`src/lock_owner_self_deadlock_monitor_macros.svh`:
```
// Assertion macros for the lock owner self-deadlock monitor.
// Expects aclk and aresetn in scope of the module that includes it.
`ifndef LOCK_OWNER_SELF_DEADLOCK_MONITOR_MACROS_SVH
`define LOCK_OWNER_SELF_DEADLOCK_MONITOR_MACROS_SVH

// Same-cycle implication, disabled while in reset.
`define LODM_ASSERT_SAME(label, ante, cons, msg) \
    label: assert property (@(posedge aclk) disable iff (!aresetn) \
        (ante) |-> (cons)) else $error(msg);

// Next-cycle implication, disabled while in reset.
`define LODM_ASSERT_NEXT(label, ante, cons, msg) \
    label: assert property (@(posedge aclk) disable iff (!aresetn) \
        (ante) |=> (cons)) else $error(msg);

`endif

```
`src/lodm_pkg.sv`:
```
// Shared types and constants for the lock owner self-deadlock monitor.
// No dependencies; used by lodm_lookup and the top level.
package lodm_pkg;

    localparam int TABLE_ENTRIES = 16;
    localparam int IDX_W   = (TABLE_ENTRIES > 1) ? $clog2(TABLE_ENTRIES) : 1;
    localparam int OP_W    = 2;
    localparam int ADDR_W  = 64;
    localparam int TID_W   = 22;
    localparam int STAT_W  = 2;
    localparam int COUNT_W = 5;

    typedef logic [ADDR_W-1:0] addr_t;
    typedef logic [TID_W-1:0]  tid_t;
    typedef logic [IDX_W-1:0]  idx_t;

    typedef enum logic [OP_W-1:0] {
        OP_OTHER   = 2'd0,
        OP_START   = 2'd1,
        OP_ACQUIRE = 2'd2,
        OP_RELEASE = 2'd3
    } op_t;

    typedef enum logic [STAT_W-1:0] {
        ST_OK            = 2'd0,
        ST_SELF_DEADLOCK = 2'd1,
        ST_TABLE_FULL    = 2'd2,
        ST_HALTED        = 2'd3
    } status_t;

    // Result of one parallel search of the owner table
    typedef struct packed {
        logic hit;         // a valid entry holds the lock address
        logic self_hit;    // ... and its owner is the requesting thread
        idx_t hit_idx;
        logic free_avail;  // at least one slot is free
        idx_t free_idx;    // lowest free slot
    } lookup_t;

endpackage

```
`src/lock_owner_self_deadlock_monitor.sv`:
```
// Lock owner self-deadlock monitor: owner table, tracking and halt control.
// Depends on lodm_pkg, lodm_lookup and lock_owner_self_deadlock_monitor_macros.svh.
//
// The monitor takes one lock event per item and returns exactly one result
// per item. Throughput is one item per clock while the result channel does
// not stall: each item is captured in an input register, searched against
// all owner-table entries in parallel (one 64-bit address compare and one
// 22-bit owner compare per entry) and its result is registered in the same
// cycle as the table update, so the next item always sees the updated table.
// The result is offered on m_valid from the result register. While a result
// waits for m_ready, one more item can still be taken into the input register.
// Nothing happens before a start item; after a self-deadlock the block is
// halted until reset and every item is answered with the halted status.
// The table has TABLE_ENTRIES slots, each with a reset-cleared valid bit;
// new locks go into the lowest free slot, and entries_used counts valid slots.
module lock_owner_self_deadlock_monitor (
    input  logic                          aclk,
    input  logic                          aresetn,

    input  logic                          s_valid,
    output logic                          s_ready,
    input  logic [lodm_pkg::OP_W-1:0]     s_opcode,
    input  logic [lodm_pkg::ADDR_W-1:0]   s_lock_address,
    input  logic [lodm_pkg::TID_W-1:0]    s_thread_id,

    output logic                          m_valid,
    input  logic                          m_ready,
    output logic [lodm_pkg::STAT_W-1:0]   m_status,
    output logic                          m_tracking_active,
    output logic [lodm_pkg::COUNT_W-1:0]  m_entries_used
);
    import lodm_pkg::*;

    `include "lock_owner_self_deadlock_monitor_macros.svh"

    // ---- input register ----
    logic                  in_valid_reg;
    logic [OP_W-1:0]       opcode_reg;
    addr_t                 addr_reg;
    tid_t                  tid_reg;

    // ---- result register ----
    logic                  out_valid_reg;
    status_t               status_reg;
    logic                  trk_out_reg;
    logic [COUNT_W-1:0]    cnt_out_reg;

    // ---- monitor state ----
    logic [TABLE_ENTRIES-1:0] valid_reg, valid_next;
    addr_t                    entry_addr [TABLE_ENTRIES];
    tid_t                     entry_owner [TABLE_ENTRIES];
    logic                     tracking_reg, tracking_next;
    logic                     halted_reg, halted_next;
    logic [COUNT_W-1:0]       count_reg, count_next;

    // table write port
    logic    wr_en;
    logic    wr_addr_en;   // new entry: address written too
    idx_t    wr_idx;
    status_t status_next;

    lookup_t lk;
    logic    advance;

    // item in the input register moves on when the result slot is free or being taken
    assign advance = in_valid_reg && (!out_valid_reg || m_ready);
    assign s_ready = !in_valid_reg || advance;

    lodm_lookup u_lookup (
        .entry_valid (valid_reg),
        .entry_addr  (entry_addr),
        .entry_owner (entry_owner),
        .key_addr    (addr_reg),
        .key_tid     (tid_reg),
        .result      (lk)
    );

    // ---- per-item decision ----
    always_comb begin
        status_next   = ST_OK;
        tracking_next = tracking_reg;
        halted_next   = halted_reg;
        valid_next    = valid_reg;
        count_next    = count_reg;
        wr_en         = 1'b0;
        wr_addr_en    = 1'b0;
        wr_idx        = lk.hit_idx;

        if (halted_reg) begin
            status_next = ST_HALTED;
        end else begin
            unique case (op_t'(opcode_reg))
                OP_START: begin
                    tracking_next = 1'b1;
                end
                OP_ACQUIRE: begin
                    if (tracking_reg) begin
                        if (lk.hit) begin
                            if (lk.self_hit) begin
                                // owner re-acquires its own lock
                                status_next = ST_SELF_DEADLOCK;
                                halted_next = 1'b1;
                            end else begin
                                wr_en = 1'b1;   // overwrite owner only
                            end
                        end else if (lk.free_avail) begin
                            wr_en              = 1'b1;
                            wr_addr_en         = 1'b1;
                            wr_idx             = lk.free_idx;
                            valid_next[wr_idx] = 1'b1;
                            count_next         = count_reg + 1'b1;
                        end else begin
                            status_next = ST_TABLE_FULL;
                        end
                    end
                end
                OP_RELEASE: begin
                    if (tracking_reg && lk.hit) begin
                        valid_next[lk.hit_idx] = 1'b0;
                        count_next             = count_reg - 1'b1;
                    end
                end
                default: begin
                    // other events: no action
                end
            endcase
        end
    end

    // ---- control registers ----
    always_ff @(posedge aclk) begin
        if (!aresetn) begin
            in_valid_reg  <= 1'b0;
            out_valid_reg <= 1'b0;
            valid_reg     <= '0;
            tracking_reg  <= 1'b0;
            halted_reg    <= 1'b0;
            count_reg     <= '0;
        end else begin
            if (s_ready) begin
                in_valid_reg <= s_valid;
            end
            if (advance) begin
                out_valid_reg <= 1'b1;
                valid_reg     <= valid_next;
                tracking_reg  <= tracking_next;
                halted_reg    <= halted_next;
                count_reg     <= count_next;
            end else if (m_ready) begin
                out_valid_reg <= 1'b0;
            end
        end
    end

    // ---- payload registers ----
    always_ff @(posedge aclk) begin
        if (s_ready && s_valid) begin
            opcode_reg <= s_opcode;
            addr_reg   <= s_lock_address;
            tid_reg    <= s_thread_id;
        end
        if (advance) begin
            status_reg  <= status_next;
            trk_out_reg <= tracking_next;
            cnt_out_reg <= count_next;
        end
    end

    // ---- owner table storage, contents undefined until written ----
    always_ff @(posedge aclk) begin
        if (advance && wr_en) begin
            entry_owner[wr_idx] <= tid_reg;
            if (wr_addr_en) begin
                entry_addr[wr_idx] <= addr_reg;
            end
        end
    end

    assign m_valid           = out_valid_reg;
    assign m_status          = status_reg;
    assign m_tracking_active = trk_out_reg;
    assign m_entries_used    = cnt_out_reg;

    // ---- assertions ----
    `LODM_ASSERT_SAME(a_count_tracks_valid, 1'b1, count_reg == COUNT_W'($countones(valid_reg)), "entry count disagrees with valid bits")
    `LODM_ASSERT_NEXT(a_halt_sticky, halted_reg, halted_reg, "halt flag cleared without reset")
    `LODM_ASSERT_SAME(a_halted_status, out_valid_reg && (status_reg == ST_HALTED), halted_reg, "halted status while not halted")
    `LODM_ASSERT_NEXT(a_insert_counts, advance && wr_addr_en, count_reg == $past(count_reg) + 1'b1, "new entry not counted")

endmodule

```
`src/lodm_lookup.sv`:
```
// Parallel tag compare and lowest-free-slot search over the owner table.
// Depends on lodm_pkg.
module lodm_lookup (
    input  logic [lodm_pkg::TABLE_ENTRIES-1:0] entry_valid,
    input  lodm_pkg::addr_t                    entry_addr [lodm_pkg::TABLE_ENTRIES],
    input  lodm_pkg::tid_t                     entry_owner [lodm_pkg::TABLE_ENTRIES],
    input  lodm_pkg::addr_t                    key_addr,
    input  lodm_pkg::tid_t                     key_tid,
    output lodm_pkg::lookup_t                  result
);
    import lodm_pkg::*;

    logic [TABLE_ENTRIES-1:0] match;
    logic [TABLE_ENTRIES-1:0] self_match;

    always_comb begin
        for (int i = 0; i < TABLE_ENTRIES; i++) begin
            match[i]      = entry_valid[i] && (entry_addr[i] == key_addr);
            self_match[i] = match[i] && (entry_owner[i] == key_tid);
        end
    end

    // Priority encoders: scan downwards so the lowest index wins
    always_comb begin
        result            = '0;
        result.hit        = |match;
        result.self_hit   = |self_match;
        result.free_avail = ~&entry_valid;
        for (int i = TABLE_ENTRIES - 1; i >= 0; i--) begin
            if (match[i]) begin
                result.hit_idx = IDX_W'(i);
            end
            if (!entry_valid[i]) begin
                result.free_idx = IDX_W'(i);
            end
        end
    end

endmodule

```
`config.mk`:
```
export PLATFORM = sky130hd
export DESIGN_NAME = lock_owner_self_deadlock_monitor
export DESIGN_NICKNAME = d
export VERILOG_FILES = /design/src/lodm_pkg.sv /design/src/lock_owner_self_deadlock_monitor.sv /design/src/lodm_lookup.sv
export VERILOG_INCLUDE_DIRS = /design/src /design/src/src
export SDC_FILE = /design/constraint.sdc
export NUM_CORES = 2
export LEC_CHECK = 0
export ABC_AREA = 0
export BUFFER_PORTS_ARGS = -buffer_cell sky130_fd_sc_hd__buf_2
export CORE_ASPECT_RATIO = 2
export CORE_UTILIZATION = 25
export DETAILED_ROUTE_END_ITERATION = 7
export MAX_ROUTING_LAYER = met4
export PLACE_DENSITY_LB_ADDON = 0.1
export SYNTH_ARGS = -nofsm -noshare
export SYNTH_HDL_FRONTEND = slang
export SYNTH_SLANG_ARGS = --single-unit
```
`constraint.sdc`:
```
create_clock -name aclk -period 8 [get_ports aclk]
set_clock_uncertainty 0.1 [all_clocks]
set_input_delay 1.2 -clock aclk [delete_from_list [all_inputs] [get_ports aclk]]
set_output_delay 1.2 -clock aclk [all_outputs]
set_load 0.05 [all_outputs]
```
==> results.json <==
{
  "cp_cell_sequence": "buf_4 > buf_4 > nor2b_1 > a2111o_1 > nor4_2 > nand4b_2 > nor4_2 > o221ai_1 > a21boi_1 > a41o_1 > and2_2 > a21oi_4 > nor2_4 > buf_4",
  "num_rows": 268,
  "grt_pass1_wl_um": 386000,
  "r2r-end": "entry_addr[257]",
  "cp_data_required_time_ns": 8.36,
  "tightest_slew_ns": 1.29,
  "cpLargestDelayFamily": "simple AND/OR/NAND/NOR gates",
  "ant_nets": 0,
  "reg2reg_from": "addr_reg[59]",
  "final-setup-viol-count": 0,
  "powerDensity_nw_per_um2": 225,
  "fp.coreArea_um2": 267000,
  "yosys.area.top_type": "edfxtp_1",
  "hp-class": "reg2reg",
  "min_path_cells": 2,
  "critPathBufInv": 3,
  "status": "finished, final reports clean",
  "hold_viol": 0,
  "grt_pass1_vias": 42200,
  "end_kind": "flip-flop",
  "grt_max_degree": 65,
  "ys_async_sr_fraction": 0,
  "firstDrtPassIters": 5,
  "die_y_um": 734,
  "start_util": 0.251,
  "min_from": "in_valid_reg",
  "area_growth_syn_to_layout_pct": 17.3,
  "place_hpwl_um": 205000,
  "totalWireLength_um": 290000,
  "cts_htree_levels": 4,
  "io_buffers": 101,
  "antenna_found_initial": 23,
  "post-cts-setup-buffer-count": 0,
  "ys_top_cells_by_area": "edfxtp_1, xnor2_1, nand2b_1",
  "max-cap-violations": 0,
  "synth_cell_types": 96,
  "min_period_ns": 7.45,
  "die_w_um": 368,
  "yosys.cell_count.top_type": "edfxtp_1",
  "slowest_stage": "edfxtp_1",
  "wire_per_inst_um": 33.7,
  "vias": 41300,
  "finalCritPeriodShare": 0.932,
  "ios": 102,
  "crit_arrival_ns": 7.82,
  "grt_usage": 0.217,
  "clkSinkCount": 1497,
  "drt_iter0_markers": 3394,
  "cts-root-buf": "clkbuf_16",
  "layout-drive-gt1-share": 0.134,
  "grt_setup_unrepaired": "no",
  "synth_flop_cell": "edfxtp_1",
  "clock_latency_ns": 0.87,
  "grt_overflow": 0,
  "cts-buffers-inserted": 165,
  "rrSetupSlack_ns": 0.55,
  "gp_congestion": 0.906,
  "fmax_ghz": 0.134,
  "crit_fanout": 64,
  "ys_warn_count": 0,
  "power_mw": 17.7,
  "synth_top_area_frac": 0.659,
  "largest_register_ff_count": 1024,
  "finalMaxSlewViolations": 0,
  "ys_seq_area_frac": 0.667,
  "synth.cells.most_frequent": "edfxtp_1, xnor2_1, nand2b_1",
  "ys_seq_elements": 1497,
  "avgSynthCellArea_um2": 14.5,
  "syn_area_um2": 67000,
  "path_common_cell": "buf_4",
  "fin_hold_ws_ns": 0.416,
  "cts_resized": 0,
  "vdd_drop_max_v": 0.000141,
  "drc": 0,
  "syn_inst": 4619,
  "n_fill_cell": 26800,
  "dieArea_um2": 270000,
  "cpPeakStageDelay_ns": 1.07,
  "holdBufCountCts": 0,
  "syn_nets": 4713,
  "setup_tns_ns": 0,
  "cts_tree": "done",
  "cts_buffer_depth": 4,
  "rr_worst_depth": 14,
  "synth_edf_count": 1472,
  "nNetsFinal": 5060,
  "clk_pin_slew_ns": 0.06,
  "start_kind": "flip-flop",
  "slew-limit-headroom": 0.135,
  "hold-path-endpoint": "m_valid",
  "drt-vias-per-instance": 4.80,
  "p_leak_nw": 24.0,
  "crit_type": "reg2reg"
}
==> worst max path at each step <==
stage	depth (start not counted)	end	slack, ns	from
finish	14	entry_addr[257]	0.55	addr_reg[59]
global route	14	entry_addr[257]	0.46	addr_reg[59]
CTS	14	entry_addr[257]	0.52	addr_reg[59]
detailed placement	14	entry_addr[292]	0.55	addr_reg[59]
global placement	14	entry_addr[296]	0.53	addr_reg[59]
floorplan	11	entry_addr[128]	1.79	addr_reg[36]
==> layout make-up <==
type | instances | area [µm²] | area share
clock buffer | 207 | 4420 | 0.0563
inverter | 100 | 378 | 0.00481
sequential | 1497 | 44700 | 0.569
clock inverter | 83 | 753 | 0.00958
antenna | 7 | 17.5 | 0.000223
timing repair buffer | 361 | 3250 | 0.0413
tap | 3510 | 4390 | 0.0559
multi-input combinational | 2841 | 20700 | 0.263
==> cell families after synthesis <==
| family | Yosys count | synth area share |
|---|---|---|
| mux | 1 | 0.000149 |
| xor+xnor | 1066 | 0.140 |
| flops | 1497 | 0.667 |
| fa+ha+maj | 2 | 0.000373 |
| buf+inv | 281 | 0.0276 |
| simple gates | 1523 | 0.135 |
| compound gates | 249 | 0.0299 |
==> report_power, final <==
part	leakage (nW)	switching [mW]	internal (mW)
Clock	2.50	3.42	4.31
Combinational	7.99	0.869	0.359
Sequential	13.5	0.0841	8.64
Total	24.0	4.38	13.3
==> worst register-to-register path, cell delays in order, from the launching register on <==
cell and delay (ns):
edfxtp_1 1.07, buf_4 0.46, buf_4 0.28, nor2b_1 0.12, a2111o_1 0.43, nor4_2 0.48, nand4b_2 0.23, nor4_2 1.06
o221ai_1 0.66, a21boi_1 0.42, a41o_1 0.27, and2_2 0.31, a21oi_4 0.13, nor2_4 0.25, buf_4 0.71
==> stage by stage <==
stage          setup WS, ns  cells   util  cell area [µm²]
2_1_floorplan          1.79   4619      -            67000
3_3_place_gp          0.528   8309  0.275            73400
3_5_place_dp          0.548   8309  0.275            73400
4_1_cts               0.516   8599  0.295            78600
5_1_grt               0.457   8604  0.295            78600
6_report              0.548   8606  0.295            78600
==> routing by layer <==
layer	wire length [µm]	GRT usage	share of wire	up-vias
met2	164000	0.421	0.57	1127
met1	102000	0.217	0.35	21700
li1	-	-	-	18000
met4	14800	0.0942	0.051	0
met3	9220	0.0208	0.032	429
met5	0	-	0	-
==> cells in the final DEF (no fill, tap or decap), drive strengths merged, types with 84 or more instances in the layout <==
cell    Yosys  layout
xor2      280     280
nor3       84      84
clkbuf      7     207
nor2       90      90
xnor2     786     786
nor4      190     190
edfxtp   1472    1472
nand2b    424     424
buf       174     361
nand2     122     122
nand4     404     404
inv       100     104
(Power assumes the default switching activity.)
